File: src/rtl/core/fud_pkg.sv
// Package with the shared types, byte codes and helpers of the form body decoder.
package fud_pkg;

  // Depth of the queue between the parser front and the result back end.
  localparam int unsigned QDepth = 4;

  // Byte codes that the parser reacts to.
  localparam logic [7:0] CH_NUL   = 8'h00;
  localparam logic [7:0] CH_PLUS  = 8'h2B;
  localparam logic [7:0] CH_PCT   = 8'h25;
  localparam logic [7:0] CH_EQ    = 8'h3D;
  localparam logic [7:0] CH_AMP   = 8'h26;
  localparam logic [7:0] CH_SPACE = 8'h20;

  // Kind of a result word.
  typedef enum logic [1:0] {
    KIND_KEY   = 2'd0,
    KIND_VALUE = 2'd1,
    KIND_END   = 2'd2
  } kind_t;

  // Escape progress.
  typedef enum logic [1:0] {
    ESC_NONE  = 2'd0,
    ESC_FIRST = 2'd1,
    ESC_SECOND = 2'd2
  } esc_t;

  // One result word.
  typedef struct packed {
    logic [7:0] data;
    kind_t      kind;
    logic       body_end;
    logic       run_last;
  } res_t;

  // All results caused by one input byte: one or two words.
  typedef struct packed {
    res_t first;
    res_t second;
    logic two;
  } entry_t;

  // Digit value of an escape character: 0-9, letters give 10-35, else 0.
  function automatic logic [5:0] digit_value(input logic [7:0] c);
    logic [7:0] v;
    v = 8'd0;
    if (c >= 8'h41 && c <= 8'h5A) begin
      v = c - 8'h41 + 8'd10;
    end else if (c >= 8'h61 && c <= 8'h7A) begin
      v = c - 8'h61 + 8'd10;
    end else if (c >= 8'h30 && c <= 8'h39) begin
      v = c - 8'h30;
    end
    return v[5:0];
  endfunction

endpackage

File: src/rtl/core/form_urlencoded_decoder_top.sv
// Top level of the form body decoder: parser front, word queue and result back end.
// A word passes through the queue and the output register before it reaches the result ports.
// Throughput: one byte per cycle while the queue is not full; the output
// register drains one word per cycle while pop is held; a byte with two words takes two pops.
// A four-entry queue between parser and back end absorbs result-side stalls.
// Synchronous active-low reset clears parse state, queue and output valid flags.
module form_urlencoded_decoder_top (
  input  logic       clk,
  input  logic       rst_n,
  input  logic [7:0] in_data_byte,
  input  logic       in_last_byte,
  input  logic       push,
  output logic       full,
  output logic [7:0] out_byte,
  output logic [1:0] out_kind,
  output logic       out_body_end,
  output logic       out_run_last,
  output logic       empty,
  input  logic       pop
);

  fud_pkg::entry_t wr_data, rd_data;
  logic            q_wr, q_rd, q_empty, accept;

  assign accept = push && !full;

  fud_front u_front (
    .clk       (clk),
    .rst_n     (rst_n),
    .accept    (accept),
    .data_byte (in_data_byte),
    .last_byte (in_last_byte),
    .q_wr      (q_wr),
    .q_data    (wr_data)
  );

  fud_fifo u_fifo (
    .clk     (clk),
    .rst_n   (rst_n),
    .wr_en   (q_wr),
    .wr_data (wr_data),
    .full    (full),
    .rd_en   (q_rd),
    .rd_data (rd_data),
    .empty   (q_empty)
  );

  fud_back u_back (
    .clk          (clk),
    .rst_n        (rst_n),
    .q_data       (rd_data),
    .q_empty      (q_empty),
    .q_rd         (q_rd),
    .empty        (empty),
    .pop          (pop),
    .out_byte     (out_byte),
    .out_kind     (out_kind),
    .out_body_end (out_body_end),
    .out_run_last (out_run_last)
  );

endmodule

File: src/rtl/core/fud_fifo.sv
// Short word queue that decouples the parser front from the result back end.
module fud_fifo (
  input  logic            clk,
  input  logic            rst_n,
  input  logic            wr_en,
  input  fud_pkg::entry_t wr_data,
  output logic            full,
  input  logic            rd_en,
  output fud_pkg::entry_t rd_data,
  output logic            empty
);

  localparam int unsigned PtrW = $clog2(fud_pkg::QDepth);
  localparam int unsigned CntW = $clog2(fud_pkg::QDepth + 1);

  fud_pkg::entry_t mem_r [fud_pkg::QDepth];
  logic [PtrW-1:0] wr_ptr_r, wr_ptr_nxt;
  logic [PtrW-1:0] rd_ptr_r, rd_ptr_nxt;
  logic [CntW-1:0] count_r, count_nxt;
  logic            do_wr, do_rd;

  assign full    = (count_r == CntW'(fud_pkg::QDepth));
  assign empty   = (count_r == '0);
  assign rd_data = mem_r[rd_ptr_r];
  assign do_wr   = wr_en && !full;
  assign do_rd   = rd_en && !empty;

  // Pointer and fill count updates.
  always_comb begin
    wr_ptr_nxt = wr_ptr_r;
    rd_ptr_nxt = rd_ptr_r;
    count_nxt  = count_r;
    if (do_wr) begin
      wr_ptr_nxt = (wr_ptr_r == PtrW'(fud_pkg::QDepth - 1)) ? '0 : wr_ptr_r + 1'b1;
    end
    if (do_rd) begin
      rd_ptr_nxt = (rd_ptr_r == PtrW'(fud_pkg::QDepth - 1)) ? '0 : rd_ptr_r + 1'b1;
    end
    if (do_wr && !do_rd) begin
      count_nxt = count_r + 1'b1;
    end else if (do_rd && !do_wr) begin
      count_nxt = count_r - 1'b1;
    end
  end

  always_ff @(posedge clk) begin
    if (!rst_n) begin
      wr_ptr_r <= '0;
      rd_ptr_r <= '0;
      count_r  <= '0;
    end else begin
      wr_ptr_r <= wr_ptr_nxt;
      rd_ptr_r <= rd_ptr_nxt;
      count_r  <= count_nxt;
    end
  end

  // Storage needs no reset; the fill count guards reads.
  always_ff @(posedge clk) begin
    if (do_wr) begin
      mem_r[wr_ptr_r] <= wr_data;
    end
  end

endmodule

File: src/rtl/core/fud_front.sv
// Parser front: accepts body bytes, tracks pair state and forms result words.
module fud_front (
  input  logic            clk,
  input  logic            rst_n,
  input  logic            accept,
  input  logic [7:0]      data_byte,
  input  logic            last_byte,
  output logic            q_wr,
  output fud_pkg::entry_t q_data
);

  logic               in_value_r, in_value_nxt;
  fud_pkg::esc_t      esc_r, esc_nxt;
  logic [5:0]         high_digit_r, high_digit_nxt;
  logic               pair_open_r, pair_open_nxt;
  logic               halted_r, halted_nxt;

  // Classify the byte and form up to two result words.
  always_comb begin
    fud_pkg::res_t  res [2];
    logic [1:0]     n;
    fud_pkg::kind_t kind;
    logic [7:0]     escaped;

    in_value_nxt   = in_value_r;
    esc_nxt        = esc_r;
    high_digit_nxt = high_digit_r;
    pair_open_nxt  = pair_open_r;
    halted_nxt     = halted_r;
    n              = 2'd0;
    kind           = in_value_r ? fud_pkg::KIND_VALUE : fud_pkg::KIND_KEY;
    escaped        = 8'({high_digit_r[3:0], 4'b0000}) + {2'b00, fud_pkg::digit_value(data_byte)};
    for (int i = 0; i < 2; i++) begin
      res[i] = '{data: 8'd0, kind: fud_pkg::KIND_END, body_end: 1'b0, run_last: 1'b0};
    end

    if (!halted_r) begin
      priority if (data_byte == fud_pkg::CH_NUL) begin
        // A NUL closes an open pair and stops parsing.
        if (pair_open_r) begin
          res[0] = '{data: 8'd0, kind: fud_pkg::KIND_END, body_end: last_byte, run_last: 1'b0};
          n = 2'd1;
        end
        in_value_nxt   = 1'b0;
        esc_nxt        = fud_pkg::ESC_NONE;
        high_digit_nxt = '0;
        pair_open_nxt  = 1'b0;
        halted_nxt     = 1'b1;
      end else if (!pair_open_r && (data_byte == fud_pkg::CH_EQ ||
                                    data_byte == fud_pkg::CH_AMP)) begin
        // Empty key stops parsing.
        halted_nxt = 1'b1;
      end else if (data_byte == fud_pkg::CH_AMP) begin
        res[0] = '{data: 8'd0, kind: fud_pkg::KIND_END, body_end: last_byte, run_last: 1'b0};
        n = 2'd1;
        in_value_nxt   = 1'b0;
        esc_nxt        = fud_pkg::ESC_NONE;
        high_digit_nxt = '0;
        pair_open_nxt  = 1'b0;
      end else if (data_byte == fud_pkg::CH_EQ && !in_value_r) begin
        // The first equals sign ends the key and drops a pending escape.
        in_value_nxt   = 1'b1;
        esc_nxt        = fud_pkg::ESC_NONE;
        high_digit_nxt = '0;
      end else begin
        pair_open_nxt = 1'b1;
        priority if (esc_r == fud_pkg::ESC_FIRST) begin
          high_digit_nxt = fud_pkg::digit_value(data_byte);
          esc_nxt        = fud_pkg::ESC_SECOND;
        end else if (esc_r == fud_pkg::ESC_SECOND) begin
          res[0] = '{data: escaped, kind: kind, body_end: 1'b0, run_last: 1'b0};
          n = 2'd1;
          esc_nxt        = fud_pkg::ESC_NONE;
          high_digit_nxt = '0;
        end else if (data_byte == fud_pkg::CH_PLUS) begin
          res[0] = '{data: fud_pkg::CH_SPACE, kind: kind, body_end: 1'b0, run_last: 1'b0};
          n = 2'd1;
        end else if (data_byte == fud_pkg::CH_PCT) begin
          esc_nxt = fud_pkg::ESC_FIRST;
        end else begin
          res[0] = '{data: data_byte, kind: kind, body_end: 1'b0, run_last: 1'b0};
          n = 2'd1;
        end
      end
    end

    // The final byte closes a still open pair and returns to reset state.
    if (last_byte) begin
      if (!halted_nxt && pair_open_nxt) begin
        res[n[0]] = '{data: 8'd0, kind: fud_pkg::KIND_END, body_end: 1'b1, run_last: 1'b0};
        n = n + 2'd1;
      end
      in_value_nxt   = 1'b0;
      esc_nxt        = fud_pkg::ESC_NONE;
      high_digit_nxt = '0;
      pair_open_nxt  = 1'b0;
      halted_nxt     = 1'b0;
    end

    // Mark the last word caused by this byte.
    if (n == 2'd2) begin
      res[1].run_last = 1'b1;
    end else begin
      res[0].run_last = 1'b1;
    end

    q_data.first  = res[0];
    q_data.second = res[1];
    q_data.two    = (n == 2'd2);
    q_wr          = accept && (n != 2'd0);
  end

  always_ff @(posedge clk) begin
    if (!rst_n) begin
      in_value_r   <= 1'b0;
      esc_r        <= fud_pkg::ESC_NONE;
      high_digit_r <= '0;
      pair_open_r  <= 1'b0;
      halted_r     <= 1'b0;
    end else if (accept) begin
      in_value_r   <= in_value_nxt;
      esc_r        <= esc_nxt;
      high_digit_r <= high_digit_nxt;
      pair_open_r  <= pair_open_nxt;
      halted_r     <= halted_nxt;
    end
  end

endmodule

File: src/rtl/core/fud_back.sv
// Result back end: splits queued entries into single words behind an output register.
module fud_back (
  input  logic            clk,
  input  logic            rst_n,
  input  fud_pkg::entry_t q_data,
  input  logic            q_empty,
  output logic            q_rd,
  output logic            empty,
  input  logic            pop,
  output logic [7:0]      out_byte,
  output logic [1:0]      out_kind,
  output logic            out_body_end,
  output logic            out_run_last
);

  logic          out_valid_r, out_valid_nxt;
  fud_pkg::res_t out_res_r, out_res_nxt;
  logic          pend_valid_r, pend_valid_nxt;
  fud_pkg::res_t pend_res_r, pend_res_nxt;
  logic          load;

  assign empty        = !out_valid_r;
  assign out_byte     = out_res_r.data;
  assign out_kind     = 2'(out_res_r.kind);
  assign out_body_end = out_res_r.body_end;
  assign out_run_last = out_res_r.run_last;

  // Refill the output register from the held second word or from the queue.
  always_comb begin
    load           = !out_valid_r || pop;
    out_valid_nxt  = out_valid_r;
    out_res_nxt    = out_res_r;
    pend_valid_nxt = pend_valid_r;
    pend_res_nxt   = pend_res_r;
    q_rd           = 1'b0;
    if (load) begin
      if (pend_valid_r) begin
        out_valid_nxt  = 1'b1;
        out_res_nxt    = pend_res_r;
        pend_valid_nxt = 1'b0;
      end else if (!q_empty) begin
        q_rd           = 1'b1;
        out_valid_nxt  = 1'b1;
        out_res_nxt    = q_data.first;
        pend_valid_nxt = q_data.two;
        pend_res_nxt   = q_data.second;
      end else begin
        out_valid_nxt = 1'b0;
      end
    end
  end

  always_ff @(posedge clk) begin
    if (!rst_n) begin
      out_valid_r  <= 1'b0;
      pend_valid_r <= 1'b0;
    end else begin
      out_valid_r  <= out_valid_nxt;
      pend_valid_r <= pend_valid_nxt;
    end
  end

  // Payload registers.
  always_ff @(posedge clk) begin
    out_res_r  <= out_res_nxt;
    pend_res_r <= pend_res_nxt;
  end

endmodule

File: config.mk
export PLATFORM = sky130hd
export DESIGN_NAME = form_urlencoded_decoder_top
export DESIGN_NICKNAME = d
export VERILOG_FILES = /design/src/rtl/core/fud_pkg.sv /design/src/rtl/core/form_urlencoded_decoder_top.sv /design/src/rtl/core/fud_fifo.sv /design/src/rtl/core/fud_front.sv /design/src/rtl/core/fud_back.sv
export SDC_FILE = /design/constraint.sdc
export NUM_CORES = 1
export LEC_CHECK = 0
export BUFFER_PORTS_ARGS = -buffer_cell sky130_fd_sc_hd__buf_2
export CAP_MARGIN = 20
export CORE_MARGIN = 4
export CORE_UTILIZATION = 40
export CTS_BUF_LIST = sky130_fd_sc_hd__clkbuf_16
export CTS_CLUSTER_SIZE = 8
export DETAILED_ROUTE_END_ITERATION = 16
export GPL_TIMING_DRIVEN = 1
export SLEW_MARGIN = 20
export SYNTH_ARGS = -nofsm -noshare
export SYNTH_HDL_FRONTEND = slang
export SYNTH_HIERARCHICAL = 1
export SYNTH_SLANG_ARGS = --single-unit
export TNS_END_PERCENT = 100
File: constraint.sdc
create_clock -name clk -period 4.35 [get_ports clk]
set_input_delay 0.435 -clock clk [delete_from_list [all_inputs] [get_ports clk]]
set_output_delay 0.435 -clock clk [all_outputs]
set_load 0.03 [all_outputs]
Yosys cells after proc, flatten, opt, wreduce, memory -nomap -nowiden --
Memory sizes are Yosys's and may differ from the RTL's. A register that Yosys moved wholly into a read port is not among the register bits. Index checks and enable logic that the tools add are counted.
Word-level totals: register bits after elaboration 42, RAM bits 100, input port bits 13, output and inout bits 14, word-level logic and storage cells 175, memories 1
Cells by class: add/subtract/negate cells 11, magnitude comparators 8, equality and inequality tests 14, mux-type cells 82, bitwise logic cells 6, reductions and logical operators 35
Memory list:
- u_fifo.mem_r | words 4, bits a word 25, read ports 1, clocked after Yosys merged registers in 1, write ports 1, line fud_fifo.sv:16 | fud_pkg::entry_t mem_r [fud_pkg::QDepth];
Operators by type and width (number):
- 12-bit 2-to-1 mux | 12
- 2-bit 2-to-1 mux | 25
- 24-bit 2-to-1 mux | 2
- 8-bit by 6-bit == test with 1-bit output, second input constant | 4
- 4-bit 2-to-1 mux | 8
- 1-bit 2-to-1 mux | 29
- 20-bit AND | 1
- 20-bit NOT | 1
- 6-bit 2-to-1 mux | 3
- 8-bit by 7-bit greater-or-equal comparator with 1-bit output, second input constant | 2
- 8-bit by 7-bit <= comparator with 1-bit output, second input constant | 2
- 1-bit logical AND | 13
- 6-bit by 4-bit adder with 6-bit output, second input constant | 2
- 12-bit demux with 1-bit select | 1
- 6-bit subtractor, second input constant | 2
- 8-bit by 6-bit adder with 8-bit output | 1
- 2-bit == test, second input constant | 4
- 8-bit by 6-bit greater-or-equal comparator with 1-bit output, second input constant | 1
- 8-bit by 6-bit <= comparator with 1-bit output, second input constant | 1
- 1-bit zero test | 8
- 8-bit zero test | 1
- 4-bit AND reduction | 2
- 7-bit by 2-bit != test with 1-bit output, second input constant | 1
- 7-bit nonzero test | 1
- other kinds (22) | 29

Logic depth before layout (Yosys ltp) --
word-level depth 20, depth in mapped cells 19, gate-level depth less buffers 18

Hierarchy --
Netlist, hierarchy kept.
By module, submodules not included:
- fud_fifo | instances 1, cells an instance 182, area each 4131.5 um^2, sequential area each 3183.1 um^2
- fud_front | instances 1, cells an instance 192, area each 1525.2 um^2, sequential area each 180.2 um^2
- fud_back | instances 1, cells an instance 50, area each 1009.7 um^2, sequential area each 760.7 um^2
- form_urlencoded_decoder_top | instances 1, cells an instance 1, area each 13.8 um^2, sequential area each 0.0 um^2

Least setup slack after synthesis --
OpenSTA, ideal clock, no wires.
path kind input -> register, from input port in_data_byte[4], to register u_fifo.count_r[2], library setup time 76 ps, data arrival time 3508 ps, required time 4274 ps, setup slack 767 ps, stages 19, buffers on the path 1, path through inv_1 > ha_1 > nor2b_1 > nand4_1 > a31oi_1 > nor2_1 > o21a_1 > ha_1 > nor2_1 > nand2_1 > o211a_1 > nor2b_1 > buf_2 > ha_1 > inv_1 > fa_1 > xor2_1 > or3_1 > a21boi_0
On the way: cells in the longest elaborated chain, start to end 19, elaborated cells between the ends (all ways) 38, those cells by class 1 x add/sub; 4 x eq/ne; 20 x mux; 13 x reduce/logical
Ends and longest elaborated chain:
- from (decl) | line form_urlencoded_decoder_top.sv:10 | input logic [7:0] in_data_byte,
- 8-bit by 6-bit == test with 1-bit output | line fud_front.sv:78 | end else if (data_byte == fud_pkg::CH_PCT) begin
- 1-bit 2-to-1 mux | line fud_front.sv:78
- 2-bit 2-to-1 mux | line fud_front.sv:75 | end else if (data_byte == fud_pkg::CH_PLUS) begin
- 2-bit 2-to-1 mux | line fud_front.sv:70 | end else if (esc_r == fud_pkg::ESC_SECOND) begin
- 2-bit 2-to-1 mux | line fud_front.sv:67 | priority if (esc_r == fud_pkg::ESC_FIRST) begin
- 2-bit 2-to-1 mux | line fud_front.sv:60 | end else if (data_byte == fud_pkg::CH_EQ && !in_value_r) begin
- 2-bit 2-to-1 mux | line fud_front.sv:53 | end else if (data_byte == fud_pkg::CH_AMP) begin
- 2-bit 2-to-1 mux | line fud_front.sv:49 | end else if (!pair_open_r && (data_byte == fud_pkg::CH_EQ ||
- (+5 left out)
- 2-bit nonzero test * | line fud_front.sv:110 | q_wr = accept && (n != 2'd0);
- 1-bit logical AND * | line fud_front.sv:110
- named net q_wr | line form_urlencoded_decoder_top.sv:23 | logic q_wr, q_rd, q_empty, accept;
- 1-bit logical AND * | line fud_fifo.sv:25 | assign do_wr = wr_en && !full;
- named net u_fifo.do_wr | line fud_fifo.sv:20 | logic do_wr, do_rd;
- 1-bit zero test | line fud_fifo.sv:41 | end else if (do_rd && !do_wr) begin
- 1-bit logical AND | line fud_fifo.sv:41
- 2-bit nonzero test (no source line)
- to (signal assigned) | line fud_fifo.sv:54 | count_r <= count_nxt;
- to (decl) | line fud_fifo.sv:19 | logic [CntW-1:0] count_r, count_nxt;
Mark *: on every way through the listed nets, which the timed path passes. The rest lies on a longest branch. A chain may end at the register's enable or synchronous reset.

Worst setup path in the final report --
from register u_front.esc_r[0], to register u_fifo.count_r[2]
On the way: cells in the longest elaborated chain, start to end 17, elaborated cells between the ends (all ways) 20, those cells by class 1 x add/sub; 2 x eq/ne; 10 x mux; 7 x reduce/logical
Ends and longest elaborated chain:
- from (decl) | line fud_front.sv:13 | fud_pkg::esc_t esc_r, esc_nxt;
- from (signal assigned) | line fud_front.sv:116 | esc_r <= fud_pkg::ESC_NONE;
- from (signal assigned) | line fud_front.sv:122 | esc_r <= esc_nxt;
- 2-bit == test | line fud_front.sv:70
- 2-bit 2-to-1 mux | line fud_front.sv:70
- 2-bit 2-to-1 mux * | line fud_front.sv:67
- 2-bit 2-to-1 mux * | line fud_front.sv:60
- 2-bit 2-to-1 mux * | line fud_front.sv:53
- 2-bit 2-to-1 mux * | line fud_front.sv:49
- 2-bit 2-to-1 mux * | line fud_front.sv:38 | priority if (data_byte == fud_pkg::CH_NUL) begin
- 2-bit 2-to-1 mux * | line fud_front.sv:37 | if (!halted_r) begin
- (+2 left out)
- 2-bit 2-to-1 mux * | line fud_front.sv:88 | if (last_byte) begin
- 2-bit nonzero test * | line fud_front.sv:110
- 1-bit logical AND * | line fud_front.sv:110
- named net q_wr | line form_urlencoded_decoder_top.sv:23
- 1-bit logical AND * | line fud_fifo.sv:25
- 1-bit zero test | line fud_fifo.sv:41
- 1-bit logical AND | line fud_fifo.sv:41
- 2-bit nonzero test (no source line)
Marked as above.

==> flow_metrics.tcl <==
set metrics [dict create \
    critPathMaxFanout 18 \
    start_util_pct 41.5 \
    drv_cap 0 \
    end_kind "flip-flop" \
    hold_class "in2reg" \
    final_cell_mix "124 x edfxtp_1, 26 x buf_2, 23 x nand2_1, 22 x inv_1" \
    area_delta_synth_final_pct 12.6 \
    grt_pass1_vias 3626 \
    crit-reg2reg-launch "u_front/esc_r[0]" \
    ant_nets 0 \
    synthFlopType "edfxtp_1" \
    ios 27 \
    cts_root_buf "clkbuf_16" \
    fin_util_pct 46.7 \
    fin_crit_sh_pct 82.5 \
    critPathLaunchType "flip-flop" \
    rrSetupSlack_ps 760 \
    cts_setup_buffers 0 \
    hold_viol_final 0 \
    drt_iter0_drc 173 \
    cellPowerDensity_nw_per_um2 595 \
    synth_area_um2 6680 \
    path_clk_slew_ps 60 \
    yosys_warnings 6 \
    clock_skew_ps 8.60 \
    cts_hold_buf 0 \
    drv_slew 0 \
    fp.coreArea_um2 16100 \
    drt-total-wl_um 11600 \
    cts_tree "done" \
    fp.dieW_um 137 \
    clock-sinks 144 \
    die_h_um 137 \
    postCtsResizedCells 0 \
    status "completed" \
    antenna_found_initial 0 \
    relSlewSlack_pct 41.4 \
    p_seq_share_pct 44.4 \
    rsz0062_at_grt "no" \
    async_reset_ff_share_pct 0 \
    syn-instance-count 425 \
    postSynthAreaPerCell_um2 15.7 \
    n_fill_cell 1432 \
    r2r_cells 16 \
    netlist-cell-type-count 74 \
    drive_gt1_share_pct 24.8 \
    grt_pass1_wl_um 18800 \
    switching_share_pct 28.3 \
    max-vdd-ir-drop_uv 279 \
    nets 496 \
    cts_made_buffers 17 \
    dieArea_um2 18800 \
    finalSetupViolations 0 \
    layout_commonest_cell "edfxtp_1" \
    grt_max_degree 26 \
    path_class "reg2reg" \
    fmax_ghz 0.279 \
    cts-htree-levels 4 \
    cp.required_ps 4680 \
    clock_latency_ps 400 \
    fin_crit_ps 3590 \
    worst-slew-pin-transition_ps 867 \
    num_antenna_cells 0 \
    via_per_inst 5.19 \
    ys_seq_area_share_pct 61.7 \
    wl_per_cell_um 16.7 \
    setup.worst_path.start "u_front/esc_r[0]" \
    power_mw 4.48 \
    endpoint "u_fifo/count_r[2]" \
    power_switching_mw 1.27 \
    tns_ps 0 \
    via_count 3583 \
    crit_arrival_ps 3920 \
    track_usage_pct 13.2 \
    internal_power_mw 3.21 \
    rows 46 \
    grt_remaining_overflow 0 \
    reg2reg_to "u_fifo/count_r[2]" \
    cts.path.max_buffers 2 \
    synth_edf_count 124 \
    comb_power_share_pct 26.5 \
    ys_seq_elements 144 \
    place.gp.congestion 0.876 \
    power_leakage_nw 2.72 \
    pwr-share-clk_pct 29.2 \
    io_buffers 26 \
    drc_errors 0 \
    drt-pass1-iter-count 5 \
    dp_hpwl_um 7590 \
]
-- registers in the layout, summed over array words and instances (netlist names), 2 cells and up, named ones only --
name / count
u_fifo/rd_ptr_r: 2
u_back/out_kind: 2
u_fifo/wr_ptr_r: 2
u_back/pend_res_r: 12
u_fifo/mem_r: 100
u_fifo/count_r: 3
u_front/esc_r: 2
u_back/out_byte: 8
u_front/high_digit_r: 4
-- critical path: stages (launching register included) --
cell	delay, ps
dfxtp_1	330
inv_1	60
ha_1	610
nor2_1	200
nor3_1	330
o21a_1	180
ha_1	160
nor2_1	50
nand2_1	50
o211a_1	130
nor2b_1	180
ha_1	210
inv_1	60
fa_1	370
xor2_1	150
or3_1	300
a21boi_0	160
-- Yosys cell counts, types with 3 or more instances --
cell,number,area share [%]
o2bb2ai_1,4,0.52
mux4_2,20,6.7
nand3_1,4,0.30
nor2b_1,7,0.66
nand3b_1,3,0.34
nand4_1,5,0.47
ha_1,19,3.6
xnor2_1,6,0.79
buf_12,3,0.90
buf_2,4,0.30
mux2_4,6,1.3
and3_1,5,0.47
mux4_1,5,2.0
dfxtp_1,20,6.0
inv_1,16,0.90
a21oi_1,15,1.1
nand2_1,23,1.3
nor2_1,14,0.79
mux2i_1,7,1.0
and2_1,7,0.66
o21ai_0,12,0.90
nor3_1,5,0.37
buf_6,3,0.51
a31oi_1,5,0.47
mux2_2,7,1.2
edfxtp_1,124,56
buf_4,13,1.5
-- power by group through the flow --
stage	clock network [mW]	registers (mW)	logic (mW)
6_report	1.31	1.99	1.19
5_1_grt	1.40	2.02	1.31
4_1_cts	1.34	1.99	1.22
3_5_place_dp	0	2.02	1.21
3_3_place_gp	0	2.01	1.20
2_1_floorplan	0	2.12	0.826
-- worst min path at each step --
stage                                        from                      end  cells after the start
after floorplan           u_front/high_digit_r[0]  u_front/high_digit_r[0]                      1
after global placement    u_front/high_digit_r[0]  u_front/high_digit_r[0]                      1
after detailed placement  u_front/high_digit_r[0]  u_front/high_digit_r[0]                      1
after CTS                                     pop      u_back/pend_valid_r                      3
after global routing                          pop      u_back/pend_valid_r                      3
final                                         pop      u_back/pend_valid_r                      3
-- cell families (layout without fill, tap and decap cells) --
family                     count (synthesis)  count (layout)  share of synthesized area, %
buffers and inverters                     46              88                          4.48
other                                      2              10                         0.112
xor gates and xnor gates                   7               7                         0.918
muxes                                     45              45                          12.3
AOI/OAI and AO/OA                         64              64                          7.45
and+or+nand+nor                           96              96                          8.86
adders and majority gates                 21              21                          4.16
DFF                                      144             144                          61.7
-- through the flow --
| stage | instances | setup WS (ps) | hold slack (ps) | area (µm²) |
|---|---|---|---|---|
| 4_1_cts | 691 | 766 | 303 | 7520 |
| 2_1_floorplan | 433 | 767 | 439 | 6710 |
| 3_5_place_dp | 659 | 511 | 458 | 6970 |
| 3_3_place_gp | 659 | 621 | 461 | 6970 |
| 5_1_grt | 691 | 428 | 355 | 7520 |
| 6_report | 691 | 762 | 336 | 7520 |
-- per-layer routing --
layer / track usage [%] / vias up / routed length, µm
li1: - / 1705 / -
met4: 4.16 / 0 / 96
met1: 17.7 / 1809 / 5480
met2: 21.5 / 59 / 5670
met3: 3.10 / 10 / 308
met5: 0 / - / 0
-- layout make-up --
type | instances | area [µm²] | share of cell area [%]
sequential | 144 | 4120 | 54.8
inverter | 18 | 67.6 | 0.898
multi-input combinational | 243 | 2290 | 30.5
tap | 216 | 270 | 3.59
clock inverter | 12 | 50.0 | 0.665
timing repair buffer | 38 | 220 | 2.93
clock buffer | 20 | 500 | 6.65
Power figures use the tool's default switching activity.
